==> src/hw/rtl/hbbc_pkg.sv <==
`default_nettype none
package hbbc_pkg;
  localparam int NumBuffersDefault = 32;
  localparam int NumBucketsDefault = 13;
  localparam int LinkW = 6;
  localparam logic [LinkW-1:0] LinkNone = 6'd63;
  localparam int CountW = 8;
  localparam logic [CountW-1:0] CountMax = 8'd255;
  localparam logic [15:0] DeviceUnused = 16'hFFFF;

  localparam logic [1:0] ModeGet = 2'd0;
  localparam logic [1:0] ModeRelease = 2'd1;
  localparam logic [1:0] ModePin = 2'd2;
  localparam logic [1:0] ModeUnpin = 2'd3;

  localparam logic [1:0] StatusOk = 2'd0;
  localparam logic [1:0] StatusNoFree = 2'd1;
  localparam logic [1:0] StatusUnder = 2'd2;
  localparam logic [1:0] StatusOver = 2'd3;

  typedef enum logic [8:0] {
    StIdle   = 9'b000000001,
    StHash   = 9'b000000010,
    StSearch = 9'b000000100,
    StScanB  = 9'b000001000,
    StScan   = 9'b000010000,
    StGrant  = 9'b000100000,
    StCount  = 9'b001000000,
    StFail   = 9'b010000000,
    StOut    = 9'b100000000
  } state_t;

  typedef struct packed {
    logic load;
    logic hash_step;
    logic search_init;
    logic search_step;
    logic scan_bucket;
    logic scan_step;
    logic grant;
    logic count_op;
    logic fail;
  } cmd_t;

  typedef struct packed {
    logic is_get;
    logic hash_done;
    logic hit;
    logic search_end;
    logic zero_here;
    logic bucket_last;
  } sts_t;
endpackage
`default_nettype wire

==> src/hw/rtl/hbbc_ctrl.sv <==
`default_nettype none
module hbbc_ctrl import hbbc_pkg::*; (
  input  wire logic clk,
  input  wire logic rst,
  input  wire logic in_valid,
  output logic      in_ready,
  output logic      out_valid,
  input  wire logic out_ready,
  input  wire sts_t sts,
  output cmd_t      cmd
);
  state_t state, state_next;

  assign in_ready = (state == StIdle);
  assign out_valid = (state == StOut);

  always_comb begin
    state_next = state;
    cmd = '0;
    case (state)
      StIdle: if (in_valid) begin
        cmd.load = 1'b1;
        state_next = StHash;
      end
      StHash: begin
        if (!sts.is_get) begin
          state_next = StCount;
        end else if (sts.hash_done) begin
          cmd.search_init = 1'b1;
          state_next = StSearch;
        end else begin
          cmd.hash_step = 1'b1;
        end
      end
      StSearch: begin
        if (sts.search_end) begin
          cmd.scan_bucket = 1'b1;
          state_next = StScan;
        end else if (sts.hit) begin
          state_next = StCount;
        end else begin
          cmd.search_step = 1'b1;
        end
      end
      StScanB: begin
        cmd.scan_bucket = 1'b1;
        state_next = StScan;
      end
      StScan: begin
        if (sts.search_end) begin
          state_next = sts.bucket_last ? StFail : StScanB;
        end else if (sts.zero_here) begin
          state_next = StGrant;
        end else begin
          cmd.scan_step = 1'b1;
        end
      end
      StGrant: begin
        cmd.grant = 1'b1;
        state_next = StOut;
      end
      StCount: begin
        cmd.count_op = 1'b1;
        state_next = StOut;
      end
      StFail: begin
        cmd.fail = 1'b1;
        state_next = StOut;
      end
      StOut: if (out_ready) begin
        state_next = StIdle;
      end
      default: state_next = StIdle;
    endcase
  end

  always_ff @(posedge clk) begin
    if (rst) state <= StIdle;
    else state <= state_next;
  end
endmodule
`default_nettype wire

==> src/hw/rtl/hbbc_dp.sv <==
`default_nettype none
module hbbc_dp import hbbc_pkg::*; #(
  parameter int NUM_BUFFERS = NumBuffersDefault,
  parameter int NUM_BUCKETS = NumBucketsDefault
) (
  input  wire logic        clk,
  input  wire logic        rst,
  input  wire logic [1:0]  mode,
  input  wire logic [15:0] device,
  input  wire logic [31:0] block_number,
  input  wire logic [4:0]  buffer_slot,
  input  wire cmd_t        cmd,
  output sts_t             sts,
  output logic [4:0]       slot_out,
  output logic             needs_fill,
  output logic [1:0]       status
);
  localparam int BktW = (NUM_BUCKETS > 1) ? $clog2(NUM_BUCKETS) : 1;
  localparam int IdxW = $clog2(NUM_BUFFERS);
  localparam int RemW = BktW + 1;
  localparam int RemDepth = 1 << BktW;
  localparam logic [RemW-1:0] Mod = RemW'(NUM_BUCKETS);

  logic [15:0] tag_device [NUM_BUFFERS];
  logic [31:0] tag_block [NUM_BUFFERS];
  logic [CountW-1:0] ref_count [NUM_BUFFERS];
  logic [NUM_BUFFERS-1:0] filled;
  logic [LinkW-1:0] next_link [NUM_BUFFERS];
  logic [LinkW-1:0] bucket_head [NUM_BUCKETS];

  logic [1:0] req_mode;
  logic [15:0] req_dev;
  logic [31:0] req_blk;
  logic [4:0] req_slot;
  logic [31:0] hash_sh;
  logic [2:0] hash_cnt;
  logic [BktW-1:0] rem;
  logic [LinkW-1:0] cur, prev;
  logic [BktW-1:0] scan_b;
  logic [6:0] steps;
  logic first_scan;

  logic [BktW-1:0] byte_mod [256];
  logic [BktW-1:0] rem_mul [RemDepth];
  logic [RemW-1:0] rem_sum;
  logic [BktW-1:0] h;
  logic [BktW-1:0] sb_sel;
  logic cur_ok, prev_ok, slot_ok;
  logic [IdxW-1:0] ci, pi, si;

  // The bucket is found one byte per cycle, most significant byte first.
  for (genvar g = 0; g < 256; g++) begin : g_byte_mod
    assign byte_mod[g] = BktW'(g % NUM_BUCKETS);
  end
  for (genvar g = 0; g < RemDepth; g++) begin : g_rem_mul
    assign rem_mul[g] = BktW'((g * 256) % NUM_BUCKETS);
  end

  assign rem_sum = RemW'(rem_mul[rem]) + RemW'(byte_mod[hash_sh[31:24]]);
  assign h = rem;
  assign cur_ok = (cur < LinkW'(NUM_BUFFERS));
  assign prev_ok = (prev < LinkW'(NUM_BUFFERS));
  assign ci = cur[IdxW-1:0];
  assign pi = prev[IdxW-1:0];
  assign si = IdxW'(req_slot);
  assign slot_ok = ({1'b0, req_slot} < LinkW'(NUM_BUFFERS));
  assign sb_sel = first_scan ? '0 : BktW'(scan_b + 1'b1);

  always_comb begin
    sts.is_get = (req_mode == ModeGet);
    sts.hash_done = hash_cnt[2];
    sts.hit = cur_ok && tag_device[ci] == req_dev && tag_block[ci] == req_blk;
    sts.search_end = !cur_ok || steps >= 7'(NUM_BUFFERS);
    sts.zero_here = cur_ok && ref_count[ci] == '0;
    sts.bucket_last = (32'(scan_b) + 32'd1 >= 32'(NUM_BUCKETS));
  end

  always_ff @(posedge clk) begin
    if (cmd.load) begin
      req_mode <= mode;
      req_dev <= device;
      req_blk <= block_number;
      req_slot <= buffer_slot;
      hash_sh <= block_number;
      hash_cnt <= '0;
      rem <= '0;
      scan_b <= '0;
    end
    if (cmd.hash_step) begin
      hash_sh <= {hash_sh[23:0], 8'd0};
      hash_cnt <= hash_cnt + 3'd1;
      if (rem_sum >= Mod) rem <= BktW'(rem_sum - Mod);
      else rem <= rem_sum[BktW-1:0];
    end
    if (cmd.search_init) begin
      cur <= bucket_head[h];
      steps <= '0;
      first_scan <= 1'b1;
    end
    if (cmd.search_step || cmd.scan_step) begin
      prev <= cur;
      cur <= next_link[ci];
      steps <= steps + 7'd1;
    end
    if (cmd.scan_bucket) begin
      scan_b <= sb_sel;
      cur <= bucket_head[sb_sel];
      prev <= LinkNone;
      steps <= '0;
      first_scan <= 1'b0;
    end
  end

  always_ff @(posedge clk) begin
    if (rst) begin
      for (int i = 0; i < NUM_BUFFERS; i++) begin
        tag_device[i] <= DeviceUnused;
        tag_block[i] <= '0;
        ref_count[i] <= '0;
        next_link[i] <= (i == 0) ? LinkNone : LinkW'(i - 1);
      end
      filled <= '0;
      for (int j = 0; j < NUM_BUCKETS; j++) bucket_head[j] <= LinkNone;
      bucket_head[0] <= LinkW'(NUM_BUFFERS - 1);
    end else begin
      if (cmd.grant) begin
        tag_device[ci] <= req_dev;
        tag_block[ci] <= req_blk;
        ref_count[ci] <= CountW'(1);
        filled[ci] <= 1'b1;
        if (prev_ok) next_link[pi] <= next_link[ci];
        if (scan_b == h) begin
          next_link[ci] <= prev_ok ? bucket_head[h] : next_link[ci];
        end else begin
          bucket_head[scan_b] <= prev_ok ? bucket_head[scan_b] : next_link[ci];
          next_link[ci] <= bucket_head[h];
        end
        bucket_head[h] <= cur;
        slot_out <= cur[4:0];
        needs_fill <= 1'b1;
        status <= StatusOk;
      end
      if (cmd.fail) begin
        slot_out <= '0;
        needs_fill <= 1'b0;
        status <= StatusNoFree;
      end
      if (cmd.count_op) begin
        needs_fill <= 1'b0;
        status <= StatusOk;
        if (sts.is_get) begin
          slot_out <= cur[4:0];
          if (ref_count[ci] >= CountMax) begin
            status <= StatusOver;
          end else begin
            ref_count[ci] <= ref_count[ci] + CountW'(1);
            needs_fill <= !filled[ci];
            filled[ci] <= 1'b1;
          end
        end else begin
          slot_out <= req_slot;
          if (slot_ok) begin
            if (req_mode == ModePin) begin
              if (ref_count[si] >= CountMax) status <= StatusOver;
              else ref_count[si] <= ref_count[si] + CountW'(1);
            end else if (ref_count[si] == '0) begin
              status <= StatusUnder;
            end else begin
              ref_count[si] <= ref_count[si] - CountW'(1);
            end
          end
        end
      end
    end
  end
endmodule
`default_nettype wire

==> src/hw/rtl/hashed_block_buffer_cache.sv <==
`default_nettype none
// A release, pin or unpin goes from the hash state to the count state, then presents its result.
// A get first hashes the block number into a bucket, searches that bucket's list and, on a
// hit, counts the reference; a miss scans each bucket's list in turn for a buffer with a
// zero count to grant, and fails with no free buffer when every bucket has been scanned.
// One item is in flight at a time; the next is accepted the cycle after the result is taken.
// Synchronous reset returns all tags, counts and bucket lists to their reset state.
module hashed_block_buffer_cache import hbbc_pkg::*; #(
  parameter int NUM_BUFFERS = NumBuffersDefault,
  parameter int NUM_BUCKETS = NumBucketsDefault
) (
  input  wire logic        clk,
  input  wire logic        rst,
  input  wire logic        in_valid,
  output logic             in_ready,
  input  wire logic [1:0]  mode,
  input  wire logic [15:0] device,
  input  wire logic [31:0] block_number,
  input  wire logic [4:0]  buffer_slot,
  output logic             out_valid,
  input  wire logic        out_ready,
  output logic [4:0]       slot_out,
  output logic             needs_fill,
  output logic [1:0]       status
);
  cmd_t cmd;
  sts_t sts;

  hbbc_ctrl u_ctrl (
    .clk, .rst, .in_valid, .in_ready, .out_valid, .out_ready, .sts, .cmd
  );

  hbbc_dp #(.NUM_BUFFERS(NUM_BUFFERS), .NUM_BUCKETS(NUM_BUCKETS)) u_dp (
    .clk, .rst, .mode, .device, .block_number, .buffer_slot, .cmd, .sts,
    .slot_out, .needs_fill, .status
  );
endmodule
`default_nettype wire
==> config.mk <==
export PLATFORM = sky130hd
export DESIGN_NAME = hashed_block_buffer_cache
export DESIGN_NICKNAME = d
export VERILOG_FILES = /design/src/hw/rtl/hbbc_pkg.sv /design/src/hw/rtl/hbbc_ctrl.sv /design/src/hw/rtl/hbbc_dp.sv /design/src/hw/rtl/hashed_block_buffer_cache.sv
export SDC_FILE = /design/constraint.sdc
export NUM_CORES = 2
export LEC_CHECK = 0
export BUFFER_PORTS_ARGS = -buffer_cell sky130_fd_sc_hd__buf_2
export CELL_PAD_IN_SITES_DETAIL_PLACEMENT = 1
export CELL_PAD_IN_SITES_GLOBAL_PLACEMENT = 2
export CORE_MARGIN = 2
export CORE_UTILIZATION = 35
export DETAILED_ROUTE_END_ITERATION = 16
export PLACE_DENSITY_LB_ADDON = 0.1
export REMOVE_ABC_BUFFERS = 1
export SLEW_MARGIN = 20
export SYNTH_ARGS = -nofsm -noshare
export SYNTH_HDL_FRONTEND = slang
export SYNTH_SLANG_ARGS = --single-unit
==> constraint.sdc <==
create_clock -name clk -period 6.1 [get_ports clk]
set_clock_uncertainty 0.2 [all_clocks]
set_input_delay 1.22 -clock clk [delete_from_list [all_inputs] [get_ports clk]]
set_output_delay 1.22 -clock clk [all_outputs]
set_load 0.1 [all_outputs]
==> results.json <==
{
  "cp_slowest_cell": "o41ai_4",
  "viasPerCell": 6.18,
  "fin_crit_sh_pct": 97.1,
  "syn_avg_cell_area_um2": 13.7,
  "synthFlopType": "edfxtp_1",
  "grt_antenna_before_repair": 16,
  "worstHoldPathType": "reg2reg",
  "path_clk_slew_ns": 0.05,
  "holdPathEnd": "u_dp.steps[6]",
  "crit_buf_inv": 5,
  "ys_async_sr_fraction_pct": 0,
  "status": "finished, final reports clean",
  "regToRegSetupSlack_ns": 0.18,
  "ys_ff_latch": 2261,
  "drc": 0,
  "wl_um": 456000,
  "rows": 205,
  "cpLargestDelayFamily": "compound AO/OA/AOI/OAI gates",
  "grt_max_degree": 132,
  "cts_sinks": 2261,
  "die_h_um": 564,
  "hold_depth": 2,
  "path_cells": "buf_12 > buf_12 > mux4_2 > a22o_1 > a221oi_1 > o22a_1 > o21ai_0 > nor4_4 > buf_4 > nand3_1 > o41ai_4 > buf_12 > buf_12 > nand3_1 > o311ai_1",
  "drt_iter0_drc": 8947,
  "mostFrequentLayoutCells": "edfxtp_1 (2184), and3_1 (941), nor2_1 (638), or3_1 (560), mux4_2 (519)",
  "ys_types": 91,
  "postSynthCellCount": 8033,
  "cts_tree": "done",
  "cts_buffers": 273,
  "seqPwrFrac_pct": 48.6,
  "critical_path.most_common_cell": "buf_12",
  "cp_max_fo": 31,
  "dieArea_um2": 318000,
  "r2r-end": "u_dp.cur[3]",
  "first_pass_iters": 6,
  "fmax_mhz": 169,
  "die_x_um": 564,
  "powerDensity_nw_per_um2": 293,
  "worst_pin_slew_ns": 1.19,
  "power.leakage_nw": 43.0,
  "mostFrequentLayoutCell": "edfxtp_1",
  "overflow": 0,
  "required_ns": 6.56,
  "hold_buffers": 0,
  "setup_viol": 0,
  "core_um2": 312000,
  "start_util_pct": 35.2,
  "ir_drop_v": 0.000193,
  "hold_viol": 0,
  "slowest_delay_ns": 0.74,
  "postRouteAntennaNets": 0,
  "switching_share_pct": 25.0,
  "p_comb_share_pct": 7.7,
  "pin_count": 69,
  "syn_area_um2": 110000,
  "hold_ws_ns": 0.247,
  "drive_gt1_share_pct": 18.8,
  "drv_cap": 0,
  "grtUsageMet1_pct": 39.6,
  "worstSetupPathType": "reg2reg",
  "dp_hpwl_um": 275000,
  "clockPowerShare_pct": 43.7,
  "nets": 7967,
  "hp-start": "u_dp.steps[6]",
  "r2r_cells": 15,
  "final.setup.tns_ns": 0,
  "relSlewSlack_pct": 20.5,
  "dp.cells": 11736,
  "drv_slew": 0,
  "cts_buffer_depth": 4,
  "crit_arrival_ns": 6.39,
  "fin_crit_ns": 5.92,
  "worstSetupStartpointType": "flip-flop",
  "synth-edff-count": 2184,
  "insertion_delay_ns": 0.93,
  "end_kind": "flip-flop",
  "met2_usage_pct": 45.3,
  "gr-usage-met3_pct": 3.43,
  "rsz0062_at_grt": "no",
  "ys_seq_area_share_pct": 61.2,
  "grt_first_pass_wirelength_um": 631000,
  "synth_warnings": 0,
  "num_vias": 75589,
  "grt_pass1_vias": 76437,
  "io_buffers": 68,
  "p_sw_mw": 9.10,
  "gp_congestion": 0.861,
  "grt-busiest-layer": "met2",
  "drt-wirelength-per-cell_um": 37.3,
  "clockRootBuffer": "clkbuf_16",
  "instances_no_fill": 12231,
  "area_growth_pct": 13.3,
  "cellInternalPower_mw": 27.3,
  "gr-usage-all-layers_pct": 28.2,
  "h-tree-depth": 5
}
## layout make-up
| class | instances | area [um^2] |
|---|---|---|
| Multi-Input combinational cell | 4822 | 39400 |
| Tap cell | 4140 | 5180 |
| Clock inverter | 125 | 1050 |
| Clock buffer | 360 | 7370 |
| Antenna cell | 5 | 12.5 |
| Timing Repair Buffer | 469 | 4040 |
| Fill cell | 31658 | 188000 |
| Inverter | 49 | 194 |
| Sequential cell | 2261 | 67100 |
## worst min-delay path: cells and delay by family (launching register included)
kind / cells / cell delay [ns]
buffers and inverters: 1 / 0.05
AND/OR/NAND/NOR: 1 / 0.03
flip-flops: 1 / 0.32
## synthesized netlist by cell type, types with 26 or more instances
cell type	number	area, um^2
a21o_1	34	255
a21oi_1	217	1090
a22o_1	57	499
a22oi_1	208	1560
and3_1	942	5890
buf_1	49	184
buf_2	104	521
buf_4	49	368
clkbuf_1	680	2550
dfxtp_1	77	1540
edfxtp_1	2184	65600
ha_1	31	388
inv_1	41	154
mux2_2	33	372
mux2i_1	295	2950
mux4_2	519	11700
nand2_1	312	1170
nand2b_1	31	194
nand3_1	85	425
nor2_1	647	2430
nor2b_1	30	188
nor3_1	63	315
nor3b_1	26	195
o211ai_1	34	255
o21ai_0	96	480
o21bai_1	35	263
o22ai_1	186	1160
o31ai_1	30	225
or3_1	561	3510
xor2_1	28	245
## worst max-delay path by stage
stage	startpoint	slack, ns	cells past startpoint	to
floorplan	flip-flop	-18.21	9	u_dp.cur[0]
global placement	flip-flop	-0.38	14	u_ctrl.state[0]
detailed placement	flip-flop	-0.42	14	u_ctrl.state[0]
CTS	flip-flop	0.06	15	u_dp.cur[0]
global route	flip-flop	0.008	15	u_dp.cur[0]
finish	flip-flop	0.18	15	u_dp.cur[3]
## power by group through the flow
stage / Combinational, mW / Sequential (mW) / Clock (mW)
5_1_grt: 2.92 / 17.7 / 16.7
3_5_place_dp: 2.77 / 18.0 / 0
4_1_cts: 2.78 / 17.7 / 16.2
2_1_floorplan: 1.34 / 18.1 / 0
3_3_place_gp: 2.75 / 18.0 / 0
6_report: 2.80 / 17.7 / 15.9
## per-layer routing
layer | wire, um | share of wire [%]
met2 | 213000 | 47
met5 | 0 | 0
met1 | 199000 | 44
met3 | 27500 | 6.0
met4 | 16000 | 3.5
## what timing repair did
item,CTS,global route
buffers inserted,1,1
gates resized for setup,2,3
endpoints found under the hold margin,0,0
setup endpoints to repair,33,19
pin swaps,0,1
## metrics by stage
stage | power [mW] | setup WS [ns] | instance area (um^2) | utilization [%]
CTS | 36.6 | 0.0633 | 124000 | 39.8
global route | 37.3 | 0.00849 | 124000 | 39.9
finish | 36.4 | 0.178 | 124000 | 39.9
global placement | 20.8 | -0.384 | 116000 | 37.1
detailed placement | 20.8 | -0.417 | 116000 | 37.1
floorplan | 19.4 | -18.21 | 106000 | -
## cell families after synthesis
logic type / share of synthesized area [%]
simple gates: 13.9
compound gates: 6.56
mux: 13.9
buf+inv: 3.68
xor+xnor: 0.407
flops: 61.2
fa+ha+maj: 0.372
## registers in the layout (all words and copies together) (netlist names), 7 cells and up, named ones only
signal            count
u_ctrl.state          9
u_dp.req_dev         16
u_dp.tag_device     512
u_dp.filled          32
u_dp.bucket_head     96
u_dp.next_link      192
u_dp.steps            7
u_dp.hash_sh         32
u_dp.req_blk         32
u_dp.tag_block     1024
u_dp.ref_count      256
Note: power is estimated with default switching activity, not from simulation.
